--- config.mk ---
export PLATFORM = sky130hd
export DESIGN_NAME = address_region_table_unit
export DESIGN_NICKNAME = d
export VERILOG_FILES = /design/src/rtl/art_pkg.sv /design/src/rtl/art_store.sv /design/src/rtl/art_match.sv /design/src/rtl/address_region_table_unit.sv
export SDC_FILE = /design/constraint.sdc
export NUM_CORES = 2
export LEC_CHECK = 0
export BUFFER_PORTS_ARGS = -buffer_cell sky130_fd_sc_hd__buf_4
export CAP_MARGIN = 20
export CORE_AREA = 2 2 581 583
export DETAILED_ROUTE_END_ITERATION = 10
export DIE_AREA = 0 0 583 585
export HOLD_SLACK_MARGIN = 0.15
export PLACE_DENSITY = 0.6
export SLEW_MARGIN = 20
export SYNTH_ARGS = -nofsm -noshare
export SYNTH_HDL_FRONTEND = slang
export SYNTH_SLANG_ARGS = --single-unit
--- constraint.sdc ---
create_clock -name clk -period 23.4 [get_ports clk]
set_input_delay 1.17 -clock clk [delete_from_list [all_inputs] [get_ports clk]]
set_output_delay 1.17 -clock clk [all_outputs]
set_load 0.1 [all_outputs]
--- src/rtl/art_pkg.sv ---
package art_pkg;

  localparam int ART_MAX_REGIONS = 16;
  localparam int ART_ADDR_W      = 64;
  localparam int ART_IDX_OUT_W   = 4;

  typedef enum logic [2:0] {
    ART_ADD      = 3'd0,
    ART_REMOVE   = 3'd1,
    ART_VALIDATE = 3'd2,
    ART_PREFIX   = 3'd3,
    ART_OVERLAP  = 3'd4
  } art_act_t;

  typedef enum logic [1:0] {
    ART_ST_OK     = 2'd0,
    ART_ST_MISS   = 2'd1,
    ART_ST_BADARG = 2'd2,
    ART_ST_FULL   = 2'd3
  } art_status_t;

  // One table entry as held in the region memory
  typedef struct packed {
    logic [ART_ADDR_W-1:0] base;
    logic [ART_ADDR_W-1:0] size;
  } art_entry_t;

  // Per-entry match flags, one for each kind of search
  typedef struct packed {
    logic rm;   // exact base and size match
    logic val;  // entry holds the whole range
    logic pre;  // entry holds the start address
    logic ovl;  // entry holds the first or the last byte
  } art_hit_t;

endpackage

--- src/rtl/art_store.sv ---
module art_store
  import art_pkg::*;
#(
  parameter int MAX_REGIONS = ART_MAX_REGIONS,
  localparam int IW = (MAX_REGIONS > 1) ? $clog2(MAX_REGIONS) : 1
) (
  input  logic          clk,
  input  logic          we,
  input  logic [IW-1:0] waddr,
  input  art_entry_t    wdata,
  input  logic          re,
  input  logic [IW-1:0] raddr,
  output art_entry_t    rdata
);

  art_entry_t mem_r [MAX_REGIONS];
  art_entry_t rdata_r;

  always_ff @(posedge clk) begin
    if (we) begin
      mem_r[waddr] <= wdata;
    end
    if (re) begin
      rdata_r <= mem_r[raddr];
    end
  end

  assign rdata = rdata_r;

endmodule

--- src/rtl/art_match.sv ---
module art_match
  import art_pkg::*;
#(
  parameter int MAX_REGIONS = ART_MAX_REGIONS,
  localparam int IW = (MAX_REGIONS > 1) ? $clog2(MAX_REGIONS) : 1
) (
  input  logic                  clk,
  input  logic                  rst_n,
  input  logic                  flush,
  input  logic                  in_vld,
  input  logic [IW-1:0]         in_idx,
  input  art_entry_t            in_entry,
  input  logic [ART_ADDR_W-1:0] addr,
  input  logic [ART_ADDR_W-1:0] len,
  input  logic [ART_ADDR_W:0]   last,
  output logic                  busy,
  output art_hit_t              hit,
  output logic [IW-1:0]         hit_idx,
  output logic [ART_ADDR_W-1:0] avail
);

  logic                  vld_r;
  logic [IW-1:0]         idx_r;
  logic [ART_ADDR_W-1:0] base_r;
  logic [ART_ADDR_W-1:0] size_r;
  logic [ART_ADDR_W:0]   end_r;

  logic                  ge_a;
  logic                  lt_a;
  logic                  ge_l;
  logic                  lt_l;
  logic [ART_ADDR_W:0]   diff;

  // Register the entry together with its 65-bit end
  always_ff @(posedge clk) begin
    if (!rst_n) begin
      vld_r <= 1'b0;
    end else begin
      vld_r <= in_vld && !flush;
    end
    idx_r  <= in_idx;
    base_r <= in_entry.base;
    size_r <= in_entry.size;
    end_r  <= {1'b0, in_entry.base} + {1'b0, in_entry.size};
  end

  always_comb begin
    ge_a = addr >= base_r;
    lt_a = {1'b0, addr} < end_r;
    ge_l = last >= {1'b0, base_r};
    lt_l = last < end_r;
    diff = end_r - {1'b0, addr};

    hit.rm  = vld_r && (base_r == addr) && (size_r == len);
    hit.val = vld_r && ge_a && lt_l;
    hit.pre = vld_r && ge_a && lt_a;
    hit.ovl = vld_r && ((ge_a && lt_a) || (ge_l && lt_l));
  end

  assign busy    = vld_r;
  assign hit_idx = idx_r;
  assign avail   = diff[ART_ADDR_W-1:0];

endmodule

--- src/rtl/address_region_table_unit.sv ---
// Add and rejected requests go straight to the done state, which registers the
// result once the output is free. Searches read one entry per cycle from the
// region memory's single read port; a remove hit then shifts each later entry
// down one per cycle, reading it and writing it back one place lower.
// One request at a time; the next is taken once the result is registered.
// Reset (synchronous, active low) empties the table; region memory is not cleared.
module address_region_table_unit
  import art_pkg::*;
#(
  parameter int MAX_REGIONS = ART_MAX_REGIONS
) (
  input  logic         clk,
  input  logic         rst_n,
  input  logic         in_tvalid,
  output logic         in_tready,
  // [2:0] action, [66:3] base_addr, [130:67] length, [135:131] zero
  input  logic [135:0] in_tdata,
  output logic         out_tvalid,
  input  logic         out_tready,
  // [1:0] status, [2] index_valid, [6:3] found_index, [70:7] prefix_length, [71] zero
  output logic [71:0]  out_tdata
);

  localparam int IW = (MAX_REGIONS > 1) ? $clog2(MAX_REGIONS) : 1;
  localparam int CW = $clog2(MAX_REGIONS + 1);
  localparam int AW = ART_ADDR_W;

  typedef enum logic [1:0] {
    S_IDLE,
    S_SCAN,
    S_SHIFT,
    S_DONE
  } state_t;

  state_t           state_r, state_nxt;
  art_act_t         act_r, act_nxt;
  logic [AW-1:0]    a_r, a_nxt;
  logic [AW-1:0]    len_r, len_nxt;
  logic [AW:0]      last_r, last_nxt;
  logic [CW-1:0]    count_r, count_nxt;
  logic [CW-1:0]    iss_r, iss_nxt;
  logic             s1_vld_r, s1_vld_nxt;
  logic [IW-1:0]    s1_idx_r, s1_idx_nxt;
  logic             sh_vld_r, sh_vld_nxt;
  logic [IW-1:0]    sh_wr_r, sh_wr_nxt;
  art_status_t      res_status_r, res_status_nxt;
  logic             res_ivld_r, res_ivld_nxt;
  logic [IW-1:0]    res_idx_r, res_idx_nxt;
  logic [AW-1:0]    avail_r, avail_nxt;
  logic             out_vld_r, out_vld_nxt;
  logic [71:0]      out_data_r, out_data_nxt;

  // Request fields
  art_act_t         in_act;
  logic [AW-1:0]    in_base;
  logic [AW-1:0]    in_len;
  logic [AW:0]      in_last;
  logic             in_fire;

  // Memory ports
  logic             mem_we;
  logic [IW-1:0]    mem_waddr;
  art_entry_t       mem_wdata;
  logic             mem_re;
  logic [IW-1:0]    mem_raddr;
  art_entry_t       mem_rdata;

  // Match stage
  logic             m_flush;
  logic             m_busy;
  art_hit_t         m_hit;
  logic [IW-1:0]    m_idx;
  logic [AW-1:0]    m_avail;
  logic             hit_now;
  logic [AW-1:0]    prefix;

  assign in_act    = art_act_t'(in_tdata[2:0]);
  assign in_base   = in_tdata[66:3];
  assign in_len    = in_tdata[130:67];
  assign in_last   = {1'b0, in_base} + {1'b0, in_len} - {{AW{1'b0}}, 1'b1};
  assign in_tready = (state_r == S_IDLE);
  assign in_fire   = in_tvalid && in_tready;

  art_store #(
    .MAX_REGIONS(MAX_REGIONS)
  ) u_store (
    .clk  (clk),
    .we   (mem_we),
    .waddr(mem_waddr),
    .wdata(mem_wdata),
    .re   (mem_re),
    .raddr(mem_raddr),
    .rdata(mem_rdata)
  );

  art_match #(
    .MAX_REGIONS(MAX_REGIONS)
  ) u_match (
    .clk     (clk),
    .rst_n   (rst_n),
    .flush   (m_flush),
    .in_vld  (s1_vld_r),
    .in_idx  (s1_idx_r),
    .in_entry(mem_rdata),
    .addr    (a_r),
    .len     (len_r),
    .last    (last_r),
    .busy    (m_busy),
    .hit     (m_hit),
    .hit_idx (m_idx),
    .avail   (m_avail)
  );

  // Pick the flag that answers the current request
  always_comb begin
    case (act_r)
      ART_REMOVE:   hit_now = m_hit.rm;
      ART_VALIDATE: hit_now = m_hit.val;
      ART_PREFIX:   hit_now = m_hit.pre;
      ART_OVERLAP:  hit_now = m_hit.ovl;
      default:      hit_now = 1'b0;
    endcase
  end

  assign prefix = (avail_r < len_r) ? avail_r : len_r;

  always_comb begin
    state_nxt      = state_r;
    act_nxt        = act_r;
    a_nxt          = a_r;
    len_nxt        = len_r;
    last_nxt       = last_r;
    count_nxt      = count_r;
    iss_nxt        = iss_r;
    s1_vld_nxt     = 1'b0;
    s1_idx_nxt     = s1_idx_r;
    sh_vld_nxt     = 1'b0;
    sh_wr_nxt      = sh_wr_r;
    res_status_nxt = res_status_r;
    res_ivld_nxt   = res_ivld_r;
    res_idx_nxt    = res_idx_r;
    avail_nxt      = avail_r;
    out_vld_nxt    = out_vld_r;
    out_data_nxt   = out_data_r;
    mem_we         = 1'b0;
    mem_waddr      = count_r[IW-1:0];
    mem_wdata      = '{base: in_base, size: in_len};
    mem_re         = 1'b0;
    mem_raddr      = iss_r[IW-1:0];
    m_flush        = 1'b0;

    // Drop the result once the sink has taken it
    if (out_vld_r && out_tready) begin
      out_vld_nxt = 1'b0;
    end

    case (state_r)
      S_IDLE: begin
        if (in_fire) begin
          act_nxt        = in_act;
          a_nxt          = in_base;
          len_nxt        = in_len;
          last_nxt       = in_last;
          iss_nxt        = '0;
          res_ivld_nxt   = 1'b0;
          res_idx_nxt    = '0;
          res_status_nxt = ART_ST_MISS;
          case (in_act)
            ART_ADD: begin
              state_nxt = S_DONE;
              if (in_len == '0) begin
                res_status_nxt = ART_ST_BADARG;
              end else if (count_r >= CW'(MAX_REGIONS)) begin
                res_status_nxt = ART_ST_FULL;
              end else begin
                // Append at the fill position
                mem_we         = 1'b1;
                count_nxt      = count_r + CW'(1);
                res_status_nxt = ART_ST_OK;
              end
            end
            ART_REMOVE: begin
              state_nxt = S_SCAN;
            end
            ART_VALIDATE: begin
              if (in_len == '0 || in_last[AW]) begin
                res_status_nxt = ART_ST_BADARG;
                state_nxt      = S_DONE;
              end else begin
                state_nxt = S_SCAN;
              end
            end
            ART_PREFIX, ART_OVERLAP: begin
              if (in_len == '0) begin
                res_status_nxt = ART_ST_BADARG;
                state_nxt      = S_DONE;
              end else begin
                state_nxt = S_SCAN;
              end
            end
            default: begin
              res_status_nxt = ART_ST_BADARG;
              state_nxt      = S_DONE;
            end
          endcase
        end
      end

      S_SCAN: begin
        if (hit_now) begin
          // First hit in table order wins: flush the entries behind it
          m_flush        = 1'b1;
          res_status_nxt = ART_ST_OK;
          res_idx_nxt    = m_idx;
          res_ivld_nxt   = (act_r == ART_OVERLAP);
          avail_nxt      = m_avail;
          if (act_r == ART_REMOVE) begin
            iss_nxt   = CW'(m_idx) + CW'(1);
            state_nxt = S_SHIFT;
          end else begin
            state_nxt = S_DONE;
          end
        end else if (iss_r < count_r) begin
          mem_re     = 1'b1;
          s1_vld_nxt = 1'b1;
          s1_idx_nxt = iss_r[IW-1:0];
          iss_nxt    = iss_r + CW'(1);
        end else if (!s1_vld_r && !m_busy) begin
          state_nxt = S_DONE;
        end
      end

      S_SHIFT: begin
        // Write back the entry read last cycle one place lower
        if (sh_vld_r) begin
          mem_we    = 1'b1;
          mem_waddr = sh_wr_r;
          mem_wdata = mem_rdata;
        end
        if (iss_r < count_r) begin
          mem_re     = 1'b1;
          sh_vld_nxt = 1'b1;
          sh_wr_nxt  = iss_r[IW-1:0] - IW'(1);
          iss_nxt    = iss_r + CW'(1);
        end else if (!sh_vld_r) begin
          count_nxt = count_r - CW'(1);
          state_nxt = S_DONE;
        end
      end

      S_DONE: begin
        if (!out_vld_r || out_tready) begin
          out_vld_nxt        = 1'b1;
          out_data_nxt       = '0;
          out_data_nxt[1:0]  = res_status_r;
          out_data_nxt[2]    = res_ivld_r;
          out_data_nxt[6:3]  = res_ivld_r ? ART_IDX_OUT_W'(res_idx_r) : '0;
          out_data_nxt[70:7] = (act_r == ART_PREFIX && res_status_r == ART_ST_OK)
                               ? prefix : '0;
          state_nxt          = S_IDLE;
        end
      end

      default: begin
        state_nxt = S_IDLE;
      end
    endcase
  end

  always_ff @(posedge clk) begin
    if (!rst_n) begin
      state_r   <= S_IDLE;
      count_r   <= '0;
      iss_r     <= '0;
      s1_vld_r  <= 1'b0;
      sh_vld_r  <= 1'b0;
      out_vld_r <= 1'b0;
    end else begin
      state_r   <= state_nxt;
      count_r   <= count_nxt;
      iss_r     <= iss_nxt;
      s1_vld_r  <= s1_vld_nxt;
      sh_vld_r  <= sh_vld_nxt;
      out_vld_r <= out_vld_nxt;
    end
    act_r        <= act_nxt;
    a_r          <= a_nxt;
    len_r        <= len_nxt;
    last_r       <= last_nxt;
    s1_idx_r     <= s1_idx_nxt;
    sh_wr_r      <= sh_wr_nxt;
    res_status_r <= res_status_nxt;
    res_ivld_r   <= res_ivld_nxt;
    res_idx_r    <= res_idx_nxt;
    avail_r      <= avail_nxt;
    out_data_r   <= out_data_nxt;
  end

  assign out_tvalid = out_vld_r;
  assign out_tdata  = out_data_r;

endmodule

== Yosys cells after proc, flatten, opt, wreduce, memory -nomap -nowiden ==
Memory sizes are Yosys's and may differ from the RTL's. A register that Yosys moved wholly into a read port is not among the register bits.
Index checks and enable logic that the tools add are counted.

* Add/subtract/negate cells: 9
* $lt $le $gt $ge: 7
* Eq/ne operators: 24
* Multiplexer cells: 60
* Bitwise gates (word level): 1
* Reduce and logical (&&, ||, !) cells: 39

{| class="wikitable"
|+ Operators by type and width
! cell !! number
|-
| 128-bit 2-to-1 mux || 2
|-
| 64-bit by 64-bit adder with 65-bit output || 2
|-
| 64-bit equality test || 2
|-
| 65-bit by 64-bit greater-or-equal comparator with 1-bit output || 1
|-
| 64-bit by 65-bit less-than comparator with 1-bit output || 1
|-
| 65-bit less-than comparator || 1
|-
| 65-bit by 1-bit subtractor with 65-bit output (second input constant) || 1
|-
| 64-bit greater-or-equal comparator || 1
|-
| 64-bit logical NOT || 1
|-
| 64-bit less-than comparator || 1
|-
| 64-bit 2-to-1 mux || 1
|-
| 64-bit subtractor || 1
|-
| 5-bit 2-to-1 mux || 10
|-
| 2-bit 2-to-1 mux || 15
|-
| 1-bit 2-to-1 mux || 17
|-
| 4-bit 2-to-1 mux || 4
|-
| 2-bit one-hot mux with 4 select lines || 2
|-
| 5-bit one-hot mux with 3 select lines || 1
|-
| 1-bit logical AND || 13
|-
| 3-bit by 2-bit equality test with 1-bit output (second input constant) || 4
|-
| 2-bit != test (second input constant) || 6
|-
| 2-bit AND reduction || 6
|-
| 5-bit by 1-bit adder with 5-bit output (second input constant) || 2
|-
| 5-bit one-hot mux with 2 select lines || 1
|-
| other kinds (27) || 44
|}

* Register bits after elaboration: 559
* Memory bits (writable): 2048
* Output and inout bits: 74
* Word-level logic and storage cells: 165
* Memories kept: 1

{| class="wikitable"
|+ Memory list
! name !! depth !! bits a word !! read ports !! clocked after Yosys merged registers in !! wr ports !! line !! RTL
|-
| u_store.mem_r || 16 || 128 || 1 || 1 || 1 || art_store.sv:16 || <nowiki>art_entry_t mem_r [MAX_REGIONS];</nowiki>
|}

== Depth between registers and ports, before layout ==
* Depth after elaboration: 9
* Mapped depth: 18
* Mapped depth without buffers: 18

== Cells and area by module ==
A second synthesis with hierarchy kept.

* Cell total of the unflattened synthesis: 7536
* Area total of the unflattened synthesis: 120614.4 µm²

{| class="wikitable"
|+ By module, submodules not included
! module !! instances !! cells each !! area an instance (µm²) !! seq. area each (µm²)
|-
| art_store || 1 || 3365 || 80612.3 || 65342.7
|-
| address_region_table_unit || 1 || 1942 || 21600.7 || 10690.3
|-
| art_match || 1 || 2229 || 18401.4 || 3963.8
|}

== Least setup slack after synthesis ==
OpenSTA, ideal clock, no wires.

* Path type: input to register
* Start: input port in_tdata[99]
* End: memory u_store.mem_r[11][0] (netlist name), enable pin
* Library setup time: 617 ps
* Data arrival time: 7532 ps
* Path slack: 15251 ps
* Cell stages on the path: 8
* Cells stage by stage: nor4_1 nand4_1 or4_1 clkbuf_1 nand3_1 nor3_1 a41oi_1 nor2_1

* Longest elaborated chain between the ends: 7

{| class="wikitable"
|+ Ends and longest elaborated chain
! element !! line !! RTL
|-
| start: declaration || address_region_table_unit.sv:17 || <nowiki>input logic [135:0] in_tdata,</nowiki>
|-
| 64-bit logical NOT || address_region_table_unit.sv:171 || <nowiki>if (in_len == '0) begin</nowiki>
|-
| 1-bit 2-to-1 mux || address_region_table_unit.sv:171 ||
|-
| 1-bit 2-to-1 mux || address_region_table_unit.sv:168 || <nowiki>case (in_act)</nowiki>
|-
| 1-bit 2-to-1 mux || address_region_table_unit.sv:159 || <nowiki>if (in_fire) begin</nowiki>
|-
| 1-bit one-hot mux with 2 select lines || address_region_table_unit.sv:157 || <nowiki>case (state_r)</nowiki>
|-
| 1-bit 2-to-1 mux || art_store.sv:20 || <nowiki>if (we) begin</nowiki>
|-
| 1-bit 2-to-1 mux (implied by the code) || art_store.sv:21 || <nowiki>mem_r[waddr] <= wdata;</nowiki>
|-
| end: declaration || art_store.sv:16 ||
|}

Every way passes these cells.

== Worst setup path after layout ==
* Start: register last_r[1]
* End: register u_store.rdata[38] (netlist name)

* Longest elaborated chain between the ends: 7

{| class="wikitable"
|+ Ends and longest elaborated chain
! element !! line !! RTL
|-
| start: declaration || address_region_table_unit.sv:39 || <nowiki>logic [AW:0] last_r, last_nxt;</nowiki>
|-
| start signal: assignment || address_region_table_unit.sv:289 || <nowiki>last_r <= last_nxt;</nowiki>
|-
| 65-bit by 64-bit greater-or-equal comparator with 1-bit output / 65-bit less-than comparator (equally long branches) || art_match.sv:50, art_match.sv:51 ||
|-
| 1-bit logical AND || art_match.sv:57 || <nowiki>hit.ovl = vld_r && ((ge_a && lt_a) || (ge_l && lt_l));</nowiki>
|-
| 1-bit logical OR || art_match.sv:57 ||
|-
| 1-bit logical AND || art_match.sv:57 ||
|-
| 1-bit one-hot mux with 4 select lines (*) || address_region_table_unit.sv:116 || <nowiki>case (act_r)</nowiki>
|-
| 1-bit 2-to-1 mux (*) || address_region_table_unit.sv:210 || <nowiki>if (hit_now) begin</nowiki>
|-
| 1-bit one-hot mux with 2 select lines (*) || address_region_table_unit.sv:157 ||
|-
| via mem_re || address_region_table_unit.sv:64 || <nowiki>logic mem_re;</nowiki>
|}

Mark *: on every way through the listed nets, which the timed path passes. The rest lies on a longest branch.
A chain may end at the register's enable or synchronous reset.

==> metrics.yaml <==
outcome:
  status: "complete, no violations"
die:
  die_x_um: 583
  start_util: 0.3577
  pin_count: 214
  die_area_um2: 341100
  core_um2: 335300
  rows: 213
  die_h_um: 585
sta:
  max_freq_mhz: 157.1
  whs_ns: 0.3385
  finalSetupTns_ns: 0
  maxSlewHeadroom: 0.05495
  period_needed_ns: 6.365
  finalCritPeriodShare: 0.2720
  finalSetupViolations: 0
  drv_slew: 0
  rsz0062_at_grt: "false"
  finalHoldViolCount: 0
  worst_slew_pin_slew_ns: 1.418
  skew_ns: 0.06025
cells_and_area:
  nFillCells: 30100
  fin_nets: 8139
  syn2layout_area_growth_pct: 13.37
  drive_gt1_frac: 0.1986
  fin_cells: 12040
worst_setup_path:
  cp-end-kind: "register"
  start_kind: "register"
  slowest_delay_ns: 0.81
  path_cells: "ha_1, nor2b_1, o21a_1, o211ai_1, a31oi_1, o41ai_1, a21oi_1, o31ai_1, nor4b_1, or3_1, o21ai_0, and3_4, buf_4"
  critPathArrivalTime_ns: 6.81
  worstSetupPathType: "register to register"
  cp.required_ns: 23.85
  path_max_fanout: 38
  path_buf_inv: 1
  worst_path_max_delay_cell: "o31ai_1"
  critPathTopFamily: "compound AO/OA/AOI/OAI gates"
global_route:
  grt_pass1_vias: 66800
  overflow: 0
  grt_pass1_wl_mm: 484.5
  antenna_found_initial: 65
  grt_max_degree: 131
  grtUsageTotal: 0.1969
synth:
  avgSynthCellArea_um2: 16.90
  synth_most_common_cell: "edfxtp_1"
  synth_area_um2: 119900
  synth-seq-cells: 2735
  ys_top_cells_by_area: "edfxtp_1 63%, mux4_2 12%, ha_1 6.1%, dfxtp_1 3.6%, inv_1 1.8%"
  synth_common_cells: "2522 x edfxtp_1, 640 x mux4_2, 587 x ha_1"
  synth.distinct_cells: 89
  ys.flop_type: "edfxtp_1"
  synth_top_area_frac: 0.6315
  ys.warnings.count: 0
  syn_nets: 7826
  async_reset_ff_frac: 0
  synth_edf_count: 2522
  syn_inst: 7095
  synth_area_leader_cell: "edfxtp_1"
  seq_area_frac_synth: 0.6671
clock_tree:
  cts_tree: "built"
  h-tree-depth: 5
  cts_root_buffer: "clkbuf_16"
  clock-sinks: 2735
  clockBufferDepth: 4
  postCtsSetupRepairBufs: 0
  clkTransAtPathRegs_ns: 0.06
  cts_resized: 0
  clk_latency_ns: 0.88
  cts_hold_buf: 0
  cts_made_buffers: 289
routing:
  wire_per_inst_um: 28.33
  ant_nets: 0
  wl_mm: 341.1
  drt_iter0_drc: 7206
  vias: 66990
  avgViaCountPerCell: 5.562
  drc: 0
  firstDrtPassIters: 5
worst_hold_path:
  hold_path_class: "register to register"
place:
  dp_cells: 11520
  io_buffers: 207
  gp_congestion: 0.9611
  hpwl_mm: 216.2
power_and_ir_drop:
  peakVddDrop_v: 0.00006401
  finalPower_mw: 12.03
  power.density_nw_per_um2: 88.45
  p_leak_nw: 47.02
flow_run:
  maxCapViolCount: 0
stage by stage:
step / setup WS, ns / instance area, µm² / utilization
floorplan: 15.25 / 119900 / -
global placement: 17.07 / 127000 / 0.3787
detailed placement: 17.05 / 127000 / 0.3787
CTS: 17.02 / 135900 / 0.4054
global route: 16.89 / 135900 / 0.4055
finish: 17.03 / 136000 / 0.4055
power by group:
group	switching, mW	internal [mW]	leakage [nW]	total, mW
clock network	1.92	2.49	4.37	4.40
logic	1.17	0.674	18.1	1.85
registers	0.165	5.61	24.6	5.78
final cells by class:
type	count	area, µm²	area share
Sequential cell	2735	80010	0.5885
Clock buffer	350	7606	0.05594
Multi-Input combinational cell	3514	36900	0.2714
Timing Repair Buffer	286	2351	0.01729
Antenna cell	14	35.03	0.0002577
Clock inverter	156	1344	0.009884
Inverter	582	2192	0.01612
Tap cell	4407	5514	0.04056
cell families after synthesis:
family,share of synthesized area
and+or+nand+nor,0.03529
other,0.00003127
adders and majority gates,0.06191
AOI/OAI and AO/OA,0.05818
muxes,0.1324
buffers and inverters,0.02668
xor gates and xnor gates,0.01848
DFF,0.6671
worst paths after layout:
check,from,end,slack (ns),cells after the start
max,last_r[1]$_DFFE_PP_,u_store.rdata[38]$_DFFE_PP_,17.03,13
min,s1_idx_r[3]$_DFFE_PP_,u_match.hit_idx[3]$_DFF_P_,0.34,0
max reg2reg,last_r[1]$_DFFE_PP_,u_store.rdata[38]$_DFFE_PP_,17.03,13
min reg2reg,s1_idx_r[3]$_DFFE_PP_,u_match.hit_idx[3]$_DFF_P_,0.34,0
cells in the final DEF, fill, tap and decap left out, types with 13 or more instances in the layout:
master and instances:
nor3_1 35, o21ai_0 193, bufinv_16 14, clkinv_1 48
a31oi_1 28, xnor2_1 146, nor2b_1 55, buf_12 16
nand2_1 156, and3_1 23, and2_1 31, mux2_2 127
diode_2 14, nor4_1 41, clkinvlp_4 13, inv_1 581
buf_4 269, o21ai_1 37, a21o_1 239, xor2_1 107
clkinv_2 53, o21bai_1 32, nand4_1 106, nor2_4 17
a21oi_1 291, nand2b_1 38, o21a_1 36, a21boi_1 64
a211oi_1 20, dfxtp_1 209, nor2_1 138, o211ai_1 17
mux4_2 640, ha_1 587, nand3_1 120, clkbuf_16 293
edfxtp_1 2522, clkbuf_1 51
flip-flops by register name, indices dropped and copies added, names as in the netlist, 64 cells and up:
signal	cells
u_store.mem_r	2048
u_store.rdata	128
out_tdata	71
last_r	65
u_match.end_r	65
a_r	64
avail_r	64
len_r	64
u_match.base_r	64
u_match.size_r	64
layer usage:
metal / GRT usage / up-vias / routed length (µm)
li1: - / 28510 / -
met2: 0.3107 / 2787 / 157300
met5: 0 / - / 236
met1: 0.2749 / 35090 / 145400
met4: 0.05828 / 34 / 10330
met3: 0.03998 / 559 / 27890
(Power assumes the default switching activity.)
